[config.mk]
export PLATFORM = sky130hd
export DESIGN_NAME = ptlp_div_step
export DESIGN_NICKNAME = d
export VERILOG_FILES = /design/src/design/ptlp_pkg.sv /design/src/design/ptlp_div_step.sv
export SDC_FILE = /design/constraint.sdc
export NUM_CORES = 1
export LEC_CHECK = 0
export BUFFER_PORTS_ARGS = -buffer_cell sky130_fd_sc_hd__buf_4
export CORE_AREA = 4 4 521 523
export CTS_BUF_LIST = sky130_fd_sc_hd__clkbuf_8
export DETAILED_ROUTE_END_ITERATION = 8
export DIE_AREA = 0 0 525 527
export SYNTH_ARGS = -nofsm -noshare
export SYNTH_HDL_FRONTEND = slang
export SYNTH_SLANG_ARGS = --single-unit
[constraint.sdc]
create_clock -name clk_i -period 1.4 [get_ports clk_i]
set_input_delay 0.28 -clock clk_i [delete_from_list [all_inputs] [get_ports clk_i]]
set_output_delay 0.28 -clock clk_i [all_outputs]
set_load 0.02 [all_outputs]
[src/design/ptlp_pkg.sv]
// shared types and widths for the point to line projection pipeline
package ptlp_pkg;

  // coordinate and datapath widths
  localparam int unsigned CoordW = 32;
  localparam int unsigned EW     = CoordW + 1;          // edge and offset components
  localparam int unsigned PW     = 2 * EW;              // component products
  localparam int unsigned NumW   = PW + 2;              // signed dot product sum
  localparam int unsigned DenW   = 2 * CoordW + 2;      // squared edge length
  localparam int unsigned MagW   = DenW;                // magnitude of the dot product
  localparam int unsigned HalfW  = (MagW + 1) / 2;      // low half for split multiply
  localparam int unsigned HighW  = MagW - HalfW;        // high half for split multiply
  localparam int unsigned PartW  = HalfW + EW;          // partial product width
  localparam int unsigned ProdW  = MagW + EW;           // full product width
  localparam int unsigned DivNW  = ProdW + 1;           // dividend width
  localparam int unsigned DivDW  = DenW + 1;            // divisor width
  localparam int unsigned QuoW   = CoordW + 3;          // quotient bits, one per step
  localparam int unsigned RemW   = DivDW + 1;           // partial remainder width
  localparam int unsigned SumW   = QuoW + 2;            // final add before clamping

  typedef logic signed [CoordW-1:0] coord_t;

  localparam coord_t CoordMax = {1'b0, {(CoordW-1){1'b1}}};
  localparam coord_t CoordMin = {1'b1, {(CoordW-1){1'b0}}};

  // input item
  typedef struct packed {
    coord_t a_x;
    coord_t a_y;
    coord_t a_z;
    coord_t b_x;
    coord_t b_y;
    coord_t b_z;
    coord_t q_x;
    coord_t q_y;
    coord_t q_z;
  } ptlp_in_t;

  // result item
  typedef struct packed {
    coord_t foot_x;
    coord_t foot_y;
    coord_t foot_z;
    logic   degenerate;
    logic   overflow;
  } ptlp_out_t;

  // per item data that rides along the divider
  typedef struct packed {
    logic [2:0][CoordW-1:0] a;
    logic [2:0][CoordW-1:0] q;
    logic                   deg;
    logic                   nneg;
    logic [2:0]             eneg;
  } ptlp_side_t;

  // divider state for the three lanes
  typedef struct packed {
    logic [2:0][RemW-1:0] rem;
    logic [2:0][QuoW-1:0] low;
    logic [2:0][QuoW-1:0] quo;
    logic [DivDW-1:0]     dvs;
  } ptlp_div_t;

endpackage

[src/design/ptlp_div_step.sv]
// one restoring division step for all three lanes, registered
module ptlp_div_step (
  input  logic                 clk_i,
  input  logic                 rst_ni,
  input  logic                 en_i,
  input  logic                 valid_i,
  input  ptlp_pkg::ptlp_side_t side_i,
  input  ptlp_pkg::ptlp_div_t  div_i,
  output logic                 valid_o,
  output ptlp_pkg::ptlp_side_t side_o,
  output ptlp_pkg::ptlp_div_t  div_o
);
  import ptlp_pkg::*;

  logic       valid_q;
  ptlp_side_t side_q;
  ptlp_div_t  div_d, div_q;

  // shift in next dividend bit, compare and subtract
  always_comb begin
    logic [RemW-1:0] t;
    logic            ge;
    for (int k = 0; k < 3; k++) begin
      t  = {div_i.rem[k][RemW-2:0], div_i.low[k][QuoW-1]};
      ge = (t >= RemW'(div_i.dvs));
      div_d.rem[k] = ge ? (t - RemW'(div_i.dvs)) : t;
      div_d.low[k] = {div_i.low[k][QuoW-2:0], 1'b0};
      div_d.quo[k] = {div_i.quo[k][QuoW-2:0], ge};
    end
    div_d.dvs = div_i.dvs;
  end

  always_ff @(posedge clk_i or negedge rst_ni) begin
    if (!rst_ni) begin
      valid_q <= 1'b0;
    end else if (en_i) begin
      valid_q <= valid_i;
    end
  end

  always_ff @(posedge clk_i) begin
    if (en_i) begin
      side_q <= side_i;
      div_q  <= div_d;
    end
  end

  assign valid_o = valid_q;
  assign side_o  = side_q;
  assign div_o   = div_q;

endmodule

Word level (Yosys, flattened, before mapping)
Index checks and enable logic that the tools add are counted.
Word-level totals
  input bits: 682
  logic and storage cells: 29
  register bits: 676
  memories kept: 0
  memory bits (read-only): 0
  memory bits (writable): 0
  latch bits: 0
Cells by class
  add/sub/neg operators: 3
  reductions and logical operators: 0
  bitwise operators: 0
  equal/unequal tests: 0
  mux-type cells: 3
  divide/modulo/power cells: 0
  $mul: 0
  shift operators: 0
  order comparisons: 3
Operators by type and width (count)
  $ge 68x67->1: 3
  $mux 68: 3
  $sub 68x67->68: 3

Longest topological paths before layout
  depth after elaboration: 2
  gate-level depth with buffers: 17

Worst setup path before layout
OpenSTA, ideal clock, no wires.
  path type: in2reg
  start: input div_i[206] (netlist bit)
  end: register div_q (netlist bit div_o[278]) (data pin)
  path slack: -2.350 ns
  stages on the path: 15
  buffers on the path: 1
  arrival time: 3.488 ns
  setup time: 0.262 ns
  required time: 1.138 ns
  path through: inv_1 > ha_1 > inv_1 > fa_1 > a211o_1 > a21o_1 > a221oi_2 > o21a_1 > nor3b_2 > nor4_4 > o41ai_4 > a221o_2 > a21oi_4 > buf_6 > mux2_1
RTL lines
  start, declared: line ptlp_div_step.sv:8  | input ptlp_pkg::ptlp_div_t div_i,
  end signal, assigned: line ptlp_div_step.sv:44  | div_q <= div_d;
  end, declared: line ptlp_div_step.sv:17  | ptlp_div_t div_d, div_q;

==> impl_metrics.csv <==
group,metric,value,unit
status,status,"finished with violations",
status,violations,"negative hold slack, negative setup slack",
die,initial_core_util,0.131,
die,fp.coreArea,267000,sq um
placement,io_buffers,1351,
setup_path,path_cells,"buf_4 -> dlygate4sd3_1 -> ha_1 -> and4b_1 -> inv_1 -> nor4_1 -> nand4_1 -> buf_4 -> nor4_1 -> buf_4 -> or4_1 -> a21oi_4 -> inv_2 -> mux2_2",
setup_path,slowest_stage,"dlygate4sd3_1",
detailed_routing,maxUsedRoutingLayer,"met5",
setup_path,cpMostUsedCell,"buf_4",
cells_and_area,final_cells,10067,
cells_and_area,finalNetCount,7247,
logic_synthesis,ys_ff_latch,676,
clock_tree,clockBufferDepth,4,
detailed_routing,met3_length,16.8,mm
die,die_x,525,um
setup_path,startpoint_type,"primary input",
placement,place_inst,8825,
logic_synthesis,synth_compound_area_frac,0.158,
run,maxCapViolCount,0,
cells_and_area,areaGrowthSynthToFinish,102,%
timing,period_share,2.37,
global_routing,grtUsageTotal,0.173,
clock_tree,cts_tree,"yes",
detailed_routing,vias,39271,
timing,timing.fmax,0.301,GHz
global_routing,grt_first_pass_wirelength,334,mm
global_routing,antenna_found_initial,101,
detailed_routing,routed_wl,254,mm
die,placementRows,190,
cells_and_area,drive_gt1_frac,0.431,
timing,fin_ws,-1.92,ns
setup_path,critical_path_arrival,3.91,ns
timing,slew_viol_final,0,
setup_path,criticalPathCategory,"primary input to flop",
die,die_area,277000,sq um
power_and_ir_drop,leakage,30.4,nW
detailed_routing,final_antenna_net_count,0,
logic_synthesis,syn_area_per_cell,11.7,sq um
die,ios,1361,
timing,worst_slew_pin_slew,0.727,ns
power_and_ir_drop,ir_drop,662,uV
logic_synthesis,synthArstFlopShare,0.00148,
logic_synthesis,synth_top_area_frac,0.582,
setup_path,critical-path-top-delay-family,"buffers and inverters",
detailed_routing,met1Wirelength,88.3,mm
timing,rsz0062_at_grt,"true",
logic_synthesis,synth-simple-area-share,0.0958,
timing,hold_ws,-0.231,ns
power_and_ir_drop,power,72.4,mW
logic_synthesis,synth_top_family_by_area,"compound AO/OA/AOI/OAI gates",
detailed_routing,drtPass1Iterations,6,
power_and_ir_drop,powerDensity,1030,nW/um^2
timing,finalHoldViolations,1,
setup_path,max_stage_delay,0.57,ns
timing,fin_tns_setup,-559.34,ns
logic_synthesis,synth_area_leaders,"edfxtp_1 (58%), ha_1 (7.2%), a21oi_1 (5.3%)",
setup_path,path_max_fanout,12,
logic_synthesis,yosysSeqAreaShare,0.582,
placement,hpwl,206,mm
logic_synthesis,yosysTopAreaCell,"edfxtp_1",
detailed_routing,drc,0,
clock_tree,cts_root_buf,"clkbuf_8",
detailed_routing,vias_per_cell,3.90,
logic_synthesis,synth_common_cells,"edfxtp_1 (675), a21oi_1 (369), nand2_1 (234)",
setup_path,path_buf_inv,6,
clock_tree,cts_buffers,139,
logic_synthesis,synth_edf_count,675,
clock_tree,cts.sinks,676,
timing,skew,0,ns
logic_synthesis,syn_area,34800,sq um
clock_tree,htreeDepth,4,
die,fp.dieH,527,um
timing,setup_viol,884,
logic_synthesis,synth_cell_types,89,
detailed_routing,dr_wl_met2,126,mm
clock_tree,path_clk_slew,0.05,ns
logic_synthesis,synth_xor_xnor_area_share,0.0455,
setup_path,cp.required,1.99,ns
timing,min_period,3.32,ns
min_path,worstHoldPathType,"primary input to flop",
global_routing,grt_max_degree,45,
logic_synthesis,yosys.area_share.adder,0.0739,
clock_tree,clk_latency,0.85,ns
setup_path,crit_path_end_kind,"flop",
logic_synthesis,synth_flop_cell,"edfxtp_1",
logic_synthesis,yosysMostFrequentCell,"edfxtp_1",
global_routing,grt-ovfl-total,0,
logic_synthesis,netlist_instances,2991,
global_routing,grt_pass1_vias,40789,
detailed_routing,first_iter_violations,2587,
detailed_routing,wl_per_cell,25.2,um
placement,gp_congestion,0.947,
logic_synthesis,yosysWarnings,0,
logic_synthesis,muxShareOfSynthArea,0.0129,
timing,slew_headroom,0.510,
## per-layer routing
layer,vias to the layer above,GRT usage
li1,18058,-
met1,18945,0.175
met2,1689,0.308
met3,553,0.0439
met4,26,0.127
met5,-,0
## path summary, 6_finish.rpt
kind | from | endpoint | slack (ns) | cells past startpoint
min in group asynchronous | rst_ni | valid_o$_DFFE_PN0P_ | 0.16 | 2
hold / removal | div_i[277] | div_o[278]$_DFFE_PP_ | -0.23 | 2
setup / recovery | div_i[342] | div_o[341]$_DFFE_PP_ | -1.92 | 14
setup reg to reg | valid_o$_DFFE_PN0P_ | valid_o$_DFFE_PN0P_ | 0.08 | 2
hold reg to reg | valid_o$_DFFE_PN0P_ | valid_o$_DFFE_PN0P_ | 1.08 | 2
max in group asynchronous | rst_ni | valid_o$_DFFE_PN0P_ | 1.15 | 2
## layout make-up
cell class,count,area (sq um)
Inverter,143,569
Antenna cell,51,128
Fill cell,27748,196000
Clock inverter,102,688
Tap cell,3552,4440
Clock buffer,142,1950
Multi-Input combinational cell,2038,14200
Timing Repair Buffer,3363,28200
Sequential cell,676,20300
## repair_timing
action,4_1_cts,5_1_grt
endpoints found under the hold margin,826,18
resized for setup,70,81
hold buffers,914,18
gates cloned,0,3
buffers inserted,1,15
pin swaps,15,23
endpoints found under the setup margin,883,884
## state kept, by name, summed over array words and instances, names as in the netlist
register,flops
valid_o,1
side_o,197
div_o,478
## metrics by stage
stage	cell area, sq um	setup slack (ns)	util
floorplan	35000	-2.14	-
detailed placement	57400	-3.17	0.215
finish	70500	-1.92	0.264
CTS	69600	-1.85	0.261
global route	70500	-1.97	0.264
global placement	57400	-3.14	0.215
## cell usage in the layout, fill, tap and decap left out, types with 88 or more instances in the layout
master         Yosys  layout
nor2_1           215     209
a21o_1            88      88
inv_1            141     170
clkbuf_8           0     142
dlygate4sd3_1      0     931
nand2_1          234     231
xnor2_1          114     113
ha_1             201     183
a21oi_1          369     355
o21ai_0          163     147
edfxtp_1         675     675
buf_4              3    2376
## report_power, final
part / internal, mW / leakage (nW) / total [mW] / switching (mW)
clock network: 11.0 / 1.50 / 21.3 / 10.3
registers: 24.9 / 6.62 / 26.0 / 1.05
logic: 11.8 / 22.3 / 25.2 / 13.4
total: 47.7 / 30.4 / 72.4 / 24.7
## cell families after synthesis
| family | Yosys count |
|---|---|
| other cells | 1 |
| xor+xnor | 181 |
| mux | 40 |
| compound gates | 894 |
| fa+ha+maj | 204 |
| buf+inv | 279 |
| flops | 676 |
| simple gates | 716 |
(Power assumes the default switching activity.)
