**config.mk**
```make
export PLATFORM = sky130hd
export DESIGN_NAME = ptlp_back
export DESIGN_NICKNAME = d
export VERILOG_FILES = /design/src/design/ptlp_pkg.sv /design/src/design/ptlp_back.sv
export SDC_FILE = /design/constraint.sdc
export NUM_CORES = 1
export LEC_CHECK = 0
export CORE_AREA = 3 3 304 306
export DETAILED_ROUTE_END_ITERATION = 12
export DIE_AREA = 0 0 307 309
export DONT_BUFFER_PORTS = 1
export PLACE_DENSITY = 0.36
export SLEW_MARGIN = 15
export SYNTH_ARGS = -nofsm -noshare
export SYNTH_HDL_FRONTEND = slang
export SYNTH_SLANG_ARGS = --single-unit
```
**constraint.sdc**
```tcl
create_clock -name clk_i -period 1.2 [get_ports clk_i]
set_input_delay 0.06 -clock clk_i [delete_from_list [all_inputs] [get_ports clk_i]]
set_output_delay 0.06 -clock clk_i [all_outputs]
set_load 0.02 [all_outputs]
```
**src/design/ptlp_pkg.sv**
```systemverilog
// shared types and widths for the point to line projection pipeline
package ptlp_pkg;

  // coordinate and datapath widths
  localparam int unsigned CoordW = 32;
  localparam int unsigned EW     = CoordW + 1;          // edge and offset components
  localparam int unsigned PW     = 2 * EW;              // component products
  localparam int unsigned NumW   = PW + 2;              // signed dot product sum
  localparam int unsigned DenW   = 2 * CoordW + 2;      // squared edge length
  localparam int unsigned MagW   = DenW;                // magnitude of the dot product
  localparam int unsigned HalfW  = (MagW + 1) / 2;      // low half for split multiply
  localparam int unsigned HighW  = MagW - HalfW;        // high half for split multiply
  localparam int unsigned PartW  = HalfW + EW;          // partial product width
  localparam int unsigned ProdW  = MagW + EW;           // full product width
  localparam int unsigned DivNW  = ProdW + 1;           // dividend width
  localparam int unsigned DivDW  = DenW + 1;            // divisor width
  localparam int unsigned QuoW   = CoordW + 3;          // quotient bits, one per step
  localparam int unsigned RemW   = DivDW + 1;           // partial remainder width
  localparam int unsigned SumW   = QuoW + 2;            // final add before clamping

  typedef logic signed [CoordW-1:0] coord_t;

  localparam coord_t CoordMax = {1'b0, {(CoordW-1){1'b1}}};
  localparam coord_t CoordMin = {1'b1, {(CoordW-1){1'b0}}};

  // input item
  typedef struct packed {
    coord_t a_x;
    coord_t a_y;
    coord_t a_z;
    coord_t b_x;
    coord_t b_y;
    coord_t b_z;
    coord_t q_x;
    coord_t q_y;
    coord_t q_z;
  } ptlp_in_t;

  // result item
  typedef struct packed {
    coord_t foot_x;
    coord_t foot_y;
    coord_t foot_z;
    logic   degenerate;
    logic   overflow;
  } ptlp_out_t;

  // per item data that rides along the divider
  typedef struct packed {
    logic [2:0][CoordW-1:0] a;
    logic [2:0][CoordW-1:0] q;
    logic                   deg;
    logic                   nneg;
    logic [2:0]             eneg;
  } ptlp_side_t;

  // divider state for the three lanes
  typedef struct packed {
    logic [2:0][RemW-1:0] rem;
    logic [2:0][QuoW-1:0] low;
    logic [2:0][QuoW-1:0] quo;
    logic [DivDW-1:0]     dvs;
  } ptlp_div_t;

endpackage

```
**src/design/ptlp_back.sv**
```systemverilog
// final stage: signed offset from the first point, clamping, degenerate bypass to q, output register
module ptlp_back (
  input  logic                 clk_i,
  input  logic                 rst_ni,
  input  logic                 en_i,
  input  logic                 valid_i,
  input  ptlp_pkg::ptlp_side_t side_i,
  input  ptlp_pkg::ptlp_div_t  div_i,
  output logic                 valid_o,
  output ptlp_pkg::ptlp_out_t  item_o
);
  import ptlp_pkg::*;

  logic                   valid_q;
  ptlp_out_t              item_d, item_q;
  logic [2:0][CoordW-1:0] foot;
  logic [2:0]             sat;

  // foot = a +/- rounded offset, clamped to the coordinate range, or q for a degenerate item
  always_comb begin
    logic signed [SumW-1:0] av, qv, r;
    for (int k = 0; k < 3; k++) begin
      av = SumW'($signed(side_i.a[k]));
      qv = $signed(SumW'(div_i.quo[k]));
      r  = (side_i.nneg ^ side_i.eneg[k]) ? (av - qv) : (av + qv);
      if (r > SumW'(CoordMax)) begin
        foot[k] = CoordMax;
        sat[k]  = 1'b1;
      end else if (r < SumW'(CoordMin)) begin
        foot[k] = CoordMin;
        sat[k]  = 1'b1;
      end else begin
        foot[k] = r[CoordW-1:0];
        sat[k]  = 1'b0;
      end
    end
    if (side_i.deg) begin
      item_d.foot_x     = side_i.q[0];
      item_d.foot_y     = side_i.q[1];
      item_d.foot_z     = side_i.q[2];
      item_d.degenerate = 1'b1;
      item_d.overflow   = 1'b0;
    end else begin
      item_d.foot_x     = foot[0];
      item_d.foot_y     = foot[1];
      item_d.foot_z     = foot[2];
      item_d.degenerate = 1'b0;
      item_d.overflow   = |sat;
    end
  end

  always_ff @(posedge clk_i or negedge rst_ni) begin
    if (!rst_ni) begin
      valid_q <= 1'b0;
    end else if (en_i) begin
      valid_q <= valid_i;
    end
  end

  always_ff @(posedge clk_i) begin
    if (en_i) begin
      item_q <= item_d;
    end
  end

  assign valid_o = valid_q;
  assign item_o  = item_q;

endmodule

```
# --- Word-level counts from Yosys, hierarchy flattened ---
# Cells that the tools add are included.
totals:
  output_inout_bits: 99
  reg_bits: 99
classes:
  add_sub_neg: 6
  n_lt_le_gt_ge: 6
  muxes: 16
  reduce_logical: 1
  n_bitwise: 3
op_table:
  columns: ["op", "count"]
  rows:
  - ["two-way mux 32 bit", 6]
  - ["adder 32 x 36 -> 37 bit", 3]
  - ["> comparator 37 x 32 -> 1 bit, second input constant", 3]
  - ["less-than comparator 37 x 32 -> 1 bit, second input constant", 3]
  - ["two-way mux 37 bit", 3]
  - ["subtractor 32 x 36 -> 37 bit", 3]
  - ["two-way mux 98 bit", 1]
  - ["two-way mux 1 bit", 6]
  - ["OR reduction 3 bit", 1]
  - ["bitwise XOR 1 bit", 3]

# --- Depth between registers and ports, before layout ---
# Gate-level depths: netlist of the first run.
logic_depth:
  word_depth: 7
  depth_mapped: 23

# --- Worst setup path after synthesis of the first run ---
# Ideal clock, no wire load.
synth_timing:
  kind: "input-to-reg"
  start: "input port div_i[150] in the netlist's numbering"
  end: "register item_q, in the netlist item_o[10] (data pin)"
  setup_ns: 0.261
  path_slack_ns: -4.053
  arrival_ns: 4.992
  cell_stages: 19
  n_path_buf: 1
  cell_sequence: "or4_4 or3_4 or4_4 or3_1 nor3_1 a31oi_1 xnor2_1 ha_1 and2_1 a21o_1 a221o_1 or3_1 o311ai_0 nor3_1 a21oi_1 nand4_1 a21oi_2 buf_6 a2bb2oi_2"
synth_lines:
  columns: ["item", "line", "rtl"]
  rows:
  - ["start, declared", "ptlp_back.sv:8", "input ptlp_pkg::ptlp_div_t div_i,"]
  - ["end signal, assigned", "ptlp_back.sv:62", "item_q <= item_d;"]
  - ["end, declared", "ptlp_back.sv:15", "ptlp_out_t item_d, item_q;"]

==> results of run 1 <==
## sequential cells by signal (all words and copies together), names as in the netlist
name	flops
item_o	98
valid_o	1
## layout make-up
type                    instances  area, sq um  share of cell area
diodes                          7        17.52           0.0008048
multi-input cells            1379        11300              0.5190
clock buffers                   9        225.2             0.01035
clock inverters                 7        66.31            0.003047
inverters                      38        145.1            0.006668
flip-flops and latches         99         2968              0.1364
repair buffers                641         5577              0.2562
well taps                    1176         1471             0.06760
## worst min path at each step
stage / end / slack, ps / from
final: item_o[48] / -230 / en_i
after global routing: item_o[48] / -260 / en_i
after CTS: item_o[48] / -270 / en_i
after detailed placement: valid_o / -240 / rst_ni
after global placement: valid_o / -240 / rst_ni
after floorplan: valid_o / -240 / rst_ni
## metal layers
metal  global-route usage  up-vias  wire (um)  part of all wire
met4              0.02732       28        928             0.013
met5                    0        -        165            0.0023
met3              0.09024       66       9784              0.14
li1                     -     7152          -                 -
met1               0.1718     6985      29910              0.42
met2               0.2142      455      29950              0.42
## power by group
| group | switching (uW) | internal [uW] |
|---|---|---|
| Clock | 1720 | 1470 |
| Combinational | 9980 | 9950 |
| Sequential | 1130 | 4710 |
## synthesized netlist by cell type (6+ instances only)
cell         n
nand2b_1     9
nor2b_1     12
inv_1       38
a2bb2oi_2   40
nor4_1      13
nor2_1     113
o211ai_1    10
a21o_1      31
a221oi_1     7
a31oi_1     20
xnor2_1    115
nor3_1      33
a2bb2oi_1   50
or3_1       17
and2_1      12
edfxtp_1    98
nand4_1     26
o21bai_1    20
nand3_1     31
nand2_1    175
xor2_1      86
o21ai_0    120
a21oi_1    157
o41ai_1     10
a211oi_1    12
o21a_1      11
nor4b_1      6
clkbuf_1    69
ha_1       111
or4_1       14
o31ai_1     24
and3_1      10
## per-stage QoR
stage               setup WS, ps  power (uW)  cell area, sq um  TNS (ps)  hold WS (ps)
global placement           -4199       22090             18340   -364220        -235.6
finish                     -3574       28940             21770   -308720        -227.8
global route               -3836       30920             21750   -325400        -261.1
CTS                        -3557       28450             21140   -306470        -265.4
floorplan                  -3796       14550             13420   -316610        -235.6
detailed placement         -4150       22100             18340   -364440        -235.6
## timing repair
item,in CTS,in global routing
hold endpoints to repair,198,99
setup buffers,39,25
pin swaps,92,77
endpoints found under the setup margin,97,97
resized for setup,195,121
cloned,9,1
## cell families (layout without fill, tap and decap cells)
logic type,count (synthesis),after routing,synth area share
AO/OA/AOI/OAI,562,562,0.3028
XOR/XNOR,202,202,0.1361
adder cells (fa/ha/maj),114,114,0.1103
buffers and inverters,118,695,0.03733
flip-flops,99,99,0.2259
multiplexers,6,6,0.004952
other,0,7,0
AND/OR/NAND/NOR,495,495,0.1827
==> reports/qor.csv, run 1 <==
metric,value,unit
Crit Path Category,in2reg,
most frequent cells in the layout,"buf_4 (481), nand2_1 (141), a21oi_1 (137)",
maximum VDD drop,0.6224,mV
Mapped Cells,1596,
Pleak,0.008685,uW
GR Util All Layers,0.1422,
Synth Register Bits,99,
initial DRC count,711,
skew final,0,ps
critical path's largest stage delay,620,ps
fraction of registers with async set/reset,0.01010,
first-pass GRT wire length,99.77,mm
drt drc,0,
fmax,209.5,MHz
Worst EP required,1340,ps
worst reg2reg endpoint,valid_o,
CTS tree,yes,
core box area,0.08987,sq mm
clock latency on the worst-skew pair,390,ps
MaxCap Viol Count,0,
largest area contributor in the netlist,edfxtp_1,
Initial Util,0.1462,
Final Max Slew Viols,0,
num ports,781,
GP Congestion,0.8667,
syn_nets,2392,
total wire length,70.74,mm
Worst Max-Slew Pin Slew,834.4,ps
First-pass DRT Iterations,5,
Avg WL per Cell,21.08,um
initial antenna violation count,22,
"Max stage delay cell, worst path",or4_1,
Vias/cell,4.376,
Congestion Overflow GR,0,
status,"complete, but fails checks",
sequential fraction of the synthesis area,0.2259,
Finished Layout Cells,3356,
Slew HR,0.4419,
die width,307,um
"Reg clk slew, reported paths",90,ps
CP cell instances,or4_1 -> nor4_4 -> nand2_1 -> or2_2 -> or3_4 -> nor3_4 -> a31oi_1 -> xnor2_1 -> ha_1 -> a21o_1 -> a21o_1 -> a221o_1 -> or4_4 -> o311ai_2 -> nor3_2 -> a21oi_2 -> nand4_1 -> a21oi_4 -> buf_12 -> clkbuf_16 -> a2bb2oi_2,
worst min path class,in2reg,
Final Cycle Share,3.978,
vias post-DR,14686,
Worst Setup End Kind,flop,
synth-to-layout area growth,65.68,%
"Hold-fix buffers, CTS",100,
Port Buffers,0,
worst path bufs/invs,2,
Sink Count,99,
fillers,9761,
num rows,110,
"Setup violations, final",97,
power per cell area,1330,mW/mm^2
worst reg2reg setup slack,330,ps
Root Driver,clkbuf_16,
share of cells above drive strength 1,0.3889,
vias in the first global route,15016,
"most used cell, CP",a21o_1,
htree depth,3,
RR Startpoint,valid_o,
Min Hold Slack,-227.8,ps
share of the synthesized area in the top cell type,0.2240,
Netlist cell types,78,
post-route setup slack,-3574,ps
DP Wirelength,59.46,mm
die height,309,um
Num CTS Buffers,9,
WP data arrival,4910,ps
Util after Layout,0.2422,
RSZ-0062 raised after global routing,true,
Post-synth top flop,edfxtp_1,
Critical path origin,div_i[139],
critical path depth in cells,21,
Post-synth EDFFs,98,
Tmin final,4774,ps
Netlist Area Pre-Place,0.01314,sq mm
die area,0.09486,sq mm
worst-path maximum fanout,5,
nets,2964,
crit path to,item_o[16],
R2R depth,1,
placed insts,3174,
"commonest non-fill, non-tap cell in the layout",buf_4,
average size of a mapped cell,8.232,sq um
deepest clock path buffer count,2,
WHS Path Cells,0,
"delay-heaviest family, CP",simple AND/OR/NAND/NOR gates,
synth warn,0,
Fin. Hold Viols,99,
synth top area cells,"edfxtp_1 (22%), ha_1 (11%), xnor2_1 (7.7%)",
largest net degree at the start of global routing,100,
ANT nets after route,0,
violated checks,"hold timing, setup timing",
nature of the critical path startpoint,primary input,
Note: power is estimated with default switching activity, not from simulation.
==> inputs of run 2 (changes only) <==
--- a/config.mk
+++ b/config.mk
@@ -9,7 +9,7 @@
 export DETAILED_ROUTE_END_ITERATION = 12
 export DIE_AREA = 0 0 307 309
 export DONT_BUFFER_PORTS = 1
-export PLACE_DENSITY = 0.36
+export HOLD_SLACK_MARGIN = 0.1
 export SLEW_MARGIN = 15
 export SYNTH_ARGS = -nofsm -noshare
 export SYNTH_HDL_FRONTEND = slang
==> reports/qor.csv, run 2 (synthesis gave the netlist of run 1 again) <==
metric,value,unit
deepest clock path buffer count,2,
"Max stage delay cell, worst path",or4_4,
vias in the first global route,14666,
fmax,206.8,MHz
die area,0.09486,sq mm
"commonest non-fill, non-tap cell in the layout",buf_4,
Fin. Hold Viols,99,
violated checks,"hold timing, setup timing",
power per cell area,1305,mW/mm^2
Sink Count,99,
Num CTS Buffers,9,
crit path to,item_o[2],
Tmin final,4835,ps
die width,307,um
CP cell instances,or4_4 -> or3_4 -> or4_4 -> or3_4 -> buf_4 -> o41ai_2 -> xor2_1 -> ha_1 -> nand2_1 -> nor3_2 -> nand2_1 -> o2111a_1 -> o31a_1 -> o31a_1 -> xor2_2 -> nand4_1 -> a21oi_4 -> buf_12 -> buf_12 -> a2bb2oi_1,
status,"complete, but fails checks",
R2R depth,1,
Final Max Slew Viols,0,
Congestion Overflow GR,0,
Min Hold Slack,-211.5,ps
worst reg2reg endpoint,valid_o,
Initial Util,0.1462,
Util after Layout,0.2407,
RSZ-0062 raised after global routing,true,
Slew HR,0.4390,
post-route setup slack,-3635,ps
CTS tree,yes,
core box area,0.08987,sq mm
sequential power share,0.206,
switching share of power,0.4393,
Clock power frac,0.108,
MaxCap Viol Count,0,
Worst Max-Slew Pin Slew,838.7,ps
worst min path class,in2reg,
GR Util All Layers,0.1383,
"delay-heaviest family, CP",simple AND/OR/NAND/NOR gates,
DP Wirelength,58.37,mm
largest net degree at the start of global routing,100,
worst path bufs/invs,3,
critical path's largest stage delay,560,ps
vias post-DR,14643,
initial antenna violation count,19,
worst-path maximum fanout,8,
htree depth,3,
synth-to-layout area growth,64.65,%
WP data arrival,4970,ps
most frequent cells in the layout,"buf_4 (484), nand2_1 (143), a21oi_1 (136)",
Int Pwr,15830,uW
placed insts,3178,
Vias/cell,4.379,
num rows,110,
num ports,781,
worst reg2reg setup slack,350,ps
die height,309,um
nets,2956,
maximum VDD drop,0.8401,mV
GP Congestion,0.9175,
net switching power,12400,uW
Worst Setup End Kind,flop,
RR Startpoint,valid_o,
ANT nets after route,0,
"Setup violations, final",97,
Finished Layout Cells,3344,
clock latency on the worst-skew pair,380,ps
Pleak,0.008618,uW
DP Area,0.01835,sq mm
Final Cycle Share,4.029,
skew final,0,ps
Finished Cell Area,0.02163,sq mm
first-pass GRT wire length,97.06,mm
total wire length,69.33,mm
nature of the critical path startpoint,primary input,
max reg flops,98,
post-place setup slack,-4153,ps
First-pass DRT Iterations,5,
critical path depth in cells,20,
Avg WL per Cell,20.73,um
Crit Path Category,in2reg,
"Reg clk slew, reported paths",70,ps
Critical path origin,div_i[150],
share of cells above drive strength 1,0.3852,
initial DRC count,848,
Root Driver,clkbuf_16,
combinational share of power,0.686,
drt drc,0,
Worst EP required,1330,ps
Port Buffers,0,
==> run 2: repair_timing <==
action                                  4_1_cts  5_1_grt
gates cloned                                  6        3
hold buffers                                101        1
gates resized for setup                     174      132
pin swaps                                    91      103
endpoints found under the hold margin       198      105
endpoints found under the setup margin       97       98
setup buffers                                28       17
==> run 2: routing by layer <==
metal / wire length, um / GRT usage / vias to the layer above
met5: 124 / 0 / -
met4: 1360 / 0.02832 / 18
met3: 9650 / 0.07962 / 94
met2: 29620 / 0.2146 / 502
met1: 28570 / 0.1665 / 6871
li1: - / - / 7158
==> run 2: area by class of cell <==
type / instances / area [sq um]
diodes: 3 / 7.507
clock inverters: 7 / 58.81
flip-flops and latches: 99 / 2968
inverters: 38 / 145.1
fillers: 9679 / 68240
repair buffers: 633 / 5444
multi-input cells: 1379 / 11310
well taps: 1176 / 1471
clock buffers: 9 / 225.2
==> run 2: per-stage QoR <==
step                      TNS, ps  hold slack (ps)  power [uW]
after global routing      -321590           -245.4       30230
after CTS                 -308620           -263.9       27510
after detailed placement  -367500           -235.5       21790
after floorplan           -316610           -235.6       14550
after global placement    -365040           -235.5       21700
final                     -308140           -211.5       28230
==> run 2: power by group through the flow <==
stage	Sequential [uW]	Combinational [uW]	Clock (uW)
after global routing	5890	21000	3310
final	5820	19400	3040
after CTS	5850	18400	3230
after floorplan	5700	8850	0
after global placement	5920	15800	0
after detailed placement	5910	15900	0
==> run 2: how the worst min path moves through the flow <==
stage                     startpoint          to  slack, ps  cells after the start
after floorplan               rst_ni     valid_o       -240                      0
after global placement        rst_ni     valid_o       -240                      0
after detailed placement      rst_ni     valid_o       -240                      0
after CTS                  side_i[4]   item_o[1]       -260                      0
after global routing            en_i  item_o[44]       -250                      0
final                           en_i  item_o[43]       -210                      0
==> inputs of run 3 (changes only) <==
--- a/config.mk
+++ b/config.mk
@@ -5,11 +5,14 @@
 export SDC_FILE = /design/constraint.sdc
 export NUM_CORES = 1
 export LEC_CHECK = 0
-export CORE_AREA = 3 3 304 306
+export CELL_PAD_IN_SITES_DETAIL_PLACEMENT = 1
+export CELL_PAD_IN_SITES_GLOBAL_PLACEMENT = 2
+export CORE_AREA = 3 3 303 305
 export DETAILED_ROUTE_END_ITERATION = 12
-export DIE_AREA = 0 0 307 309
+export DIE_AREA = 0 0 306 308
 export DONT_BUFFER_PORTS = 1
 export HOLD_SLACK_MARGIN = 0.1
+export PLACE_DENSITY_LB_ADDON = 0.1
 export SLEW_MARGIN = 15
 export SYNTH_ARGS = -nofsm -noshare
 export SYNTH_HDL_FRONTEND = slang
==> reports/qor.csv, run 3 (synthesis gave the netlist of run 1 again) <==
metric,value,unit
maximum VDD drop,0.7084,mV
Hold Startpoint,en_i,
RR Startpoint,valid_o,
die area,0.09425,sq mm
"delay-heaviest family, CP",simple AND/OR/NAND/NOR gates,
combinational share of power,0.700,
Port Buffers,0,
worst reg2reg setup slack,340,ps
worst-path maximum fanout,6,
initial DRC count,639,
First-pass DRT Iterations,4,
status,"complete, but fails checks",
worst reg2reg endpoint,valid_o,
Worst Max-Slew Pin Slew,944.0,ps
post-place setup slack,-4419,ps
Initial Util,0.1466,
WP data arrival,5040,ps
most frequent cells in the layout,"buf_4 (579), nand2_1 (136), a21oi_1 (127)",
violated checks,"hold timing, setup timing",
die height,308,um
DP Wirelength,65.52,mm
num rows,110,
WHS Path Cells,0,
CTS tree,yes,
ANT nets after route,0,
worst path bufs/invs,2,
skew final,0,ps
Vias/cell,4.337,
total wire length,79.36,mm
Clock power frac,0.111,
initial antenna violation count,18,
Pleak,0.009358,uW
largest net degree at the start of global routing,100,
drt drc,0,
Crit Path Category,in2reg,
deepest clock path buffer count,2,
Sink Count,99,
Root Driver,clkbuf_16,
switching share of power,0.4492,
Worst EP required,1340,ps
CP cell instances,or4_4 -> or3_4 -> or4_4 -> or3_4 -> nor3_4 -> a31oi_1 -> xnor2_1 -> ha_1 -> a21o_1 -> a21o_1 -> a221o_1 -> or3_4 -> o311ai_4 -> nor3_2 -> a21oi_2 -> nand4_1 -> a21oi_4 -> buf_6 -> buf_12 -> a2bb2oi_2,
Int Pwr,17260,uW
critical path's largest stage delay,550,ps
first-pass GRT wire length,113.4,mm
net switching power,14070,uW
Slew HR,0.3653,
Finished Layout Cells,3468,
htree depth,3,
"most used cell, CP",or3_4,
fmax,204.2,MHz
"Hold-fix buffers, CTS",101,
GP Congestion,0.8260,
post-route setup slack,-3697,ps
max reg flops,98,
hold endpoint,item_o[38],
"Reg clk slew, reported paths",90,ps
core box area,0.08960,sq mm
"Max stage delay cell, worst path",or4_4,
share of cells above drive strength 1,0.4449,
synth-to-layout area growth,76.12,%
sequential power share,0.189,
GR Util All Layers,0.1624,
vias in the first global route,16397,
Tmin final,4897,ps
R2R depth,1,
clock latency on the worst-skew pair,390,ps
MaxCap Viol Count,0,
Avg WL per Cell,22.88,um
Num CTS Buffers,9,
Fin. Hold Viols,66,
power per cell area,1354,mW/mm^2
Min Hold Slack,-167.2,ps
nature of the critical path startpoint,primary input,
num ports,781,
Final Max Slew Viols,0,
worst min path class,in2reg,
placed insts,3265,
Worst Setup End Kind,flop,
Final Cycle Share,4.081,
nets,3077,
die width,306,um
Congestion Overflow GR,0,
"commonest non-fill, non-tap cell in the layout",buf_4,
"Setup violations, final",97,
vias post-DR,15041,
RSZ-0062 raised after global routing,true,
## run 3: cell count changes in the layout (fill, tap and decap cells not counted), moves of 6 or more
cell,delta
a2bb2oi_4,-8
a21oi_4,+6
buf_6,+18
o21ai_1,+8
o21ai_0,-14
ha_1,-8
a2bb2oi_2,+7
xnor2_1,-6
buf_4,+95
nand2_1,-7
a21oi_1,-9
## run 3: how the worst max path moves through the flow
stage	slack [ps]	endpoint	cells after the start	start
3_3_place_gp	-4430	item_o[95]	20	div_i[73]
5_1_grt	-3850	item_o[30]	20	div_i[150]
2_1_floorplan	-3800	item_o[10]	19	div_i[150]
6_report	-3700	item_o[30]	20	div_i[150]
4_1_cts	-3700	item_o[30]	22	div_i[147]
3_5_place_dp	-4420	item_o[93]	20	div_i[73]
## run 3: power by group through the flow
| stage | clock (uW) | combinational, uW | sequential, uW |
|---|---|---|---|
| 4_1_cts | 3720 | 21300 | 5940 |
| 3_3_place_gp | 0 | 17700 | 6040 |
| 5_1_grt | 3800 | 24000 | 5970 |
| 3_5_place_dp | 0 | 17700 | 6000 |
| 6_report | 3470 | 21900 | 5910 |
| 2_1_floorplan | 0 | 8850 | 5700 |
## run 3: what timing repair did
item                                    CTS  global route
setup buffers                            46            32
cloned                                   12             3
resized for setup                       254           163
endpoints found under the setup margin   98            98
endpoints found under the hold margin   198            99
pin swaps                               126           127
## run 3: layer usage
layer  vias up  track usage  wire length, um
met1      7236       0.2345            39750
met2       362       0.2371            32290
met3        51      0.05432             6364
met4        20      0.02287              836
met5         -            0              123
li1       7372            -                -
## run 3: through the flow
step           hold WS (ps)  power [uW]    util  setup TNS [ps]  cell area (sq um)
3_3_place_gp         -235.6       23720  0.2120         -387290              18990
6_report             -167.2       31330  0.2582         -315440              23140
3_5_place_dp         -235.6       23720  0.2120         -390130              18990
5_1_grt              -214.4       33730  0.2581         -328730              23120
2_1_floorplan        -235.6       14550       -         -316610              13420
4_1_cts              -238.5       30920  0.2476         -316240              22180
## run 3: area by class of cell
type / instances / area (sq um)
repair buffers: 754 / 6535
well taps: 1176 / 1471
clock inverters: 7 / 97.59
inverters: 38 / 145.1
fillers: 10404 / 66460
multi-input cells: 1379 / 11680
diodes: 6 / 15.01
flip-flops and latches: 99 / 2968
clock buffers: 9 / 225.2
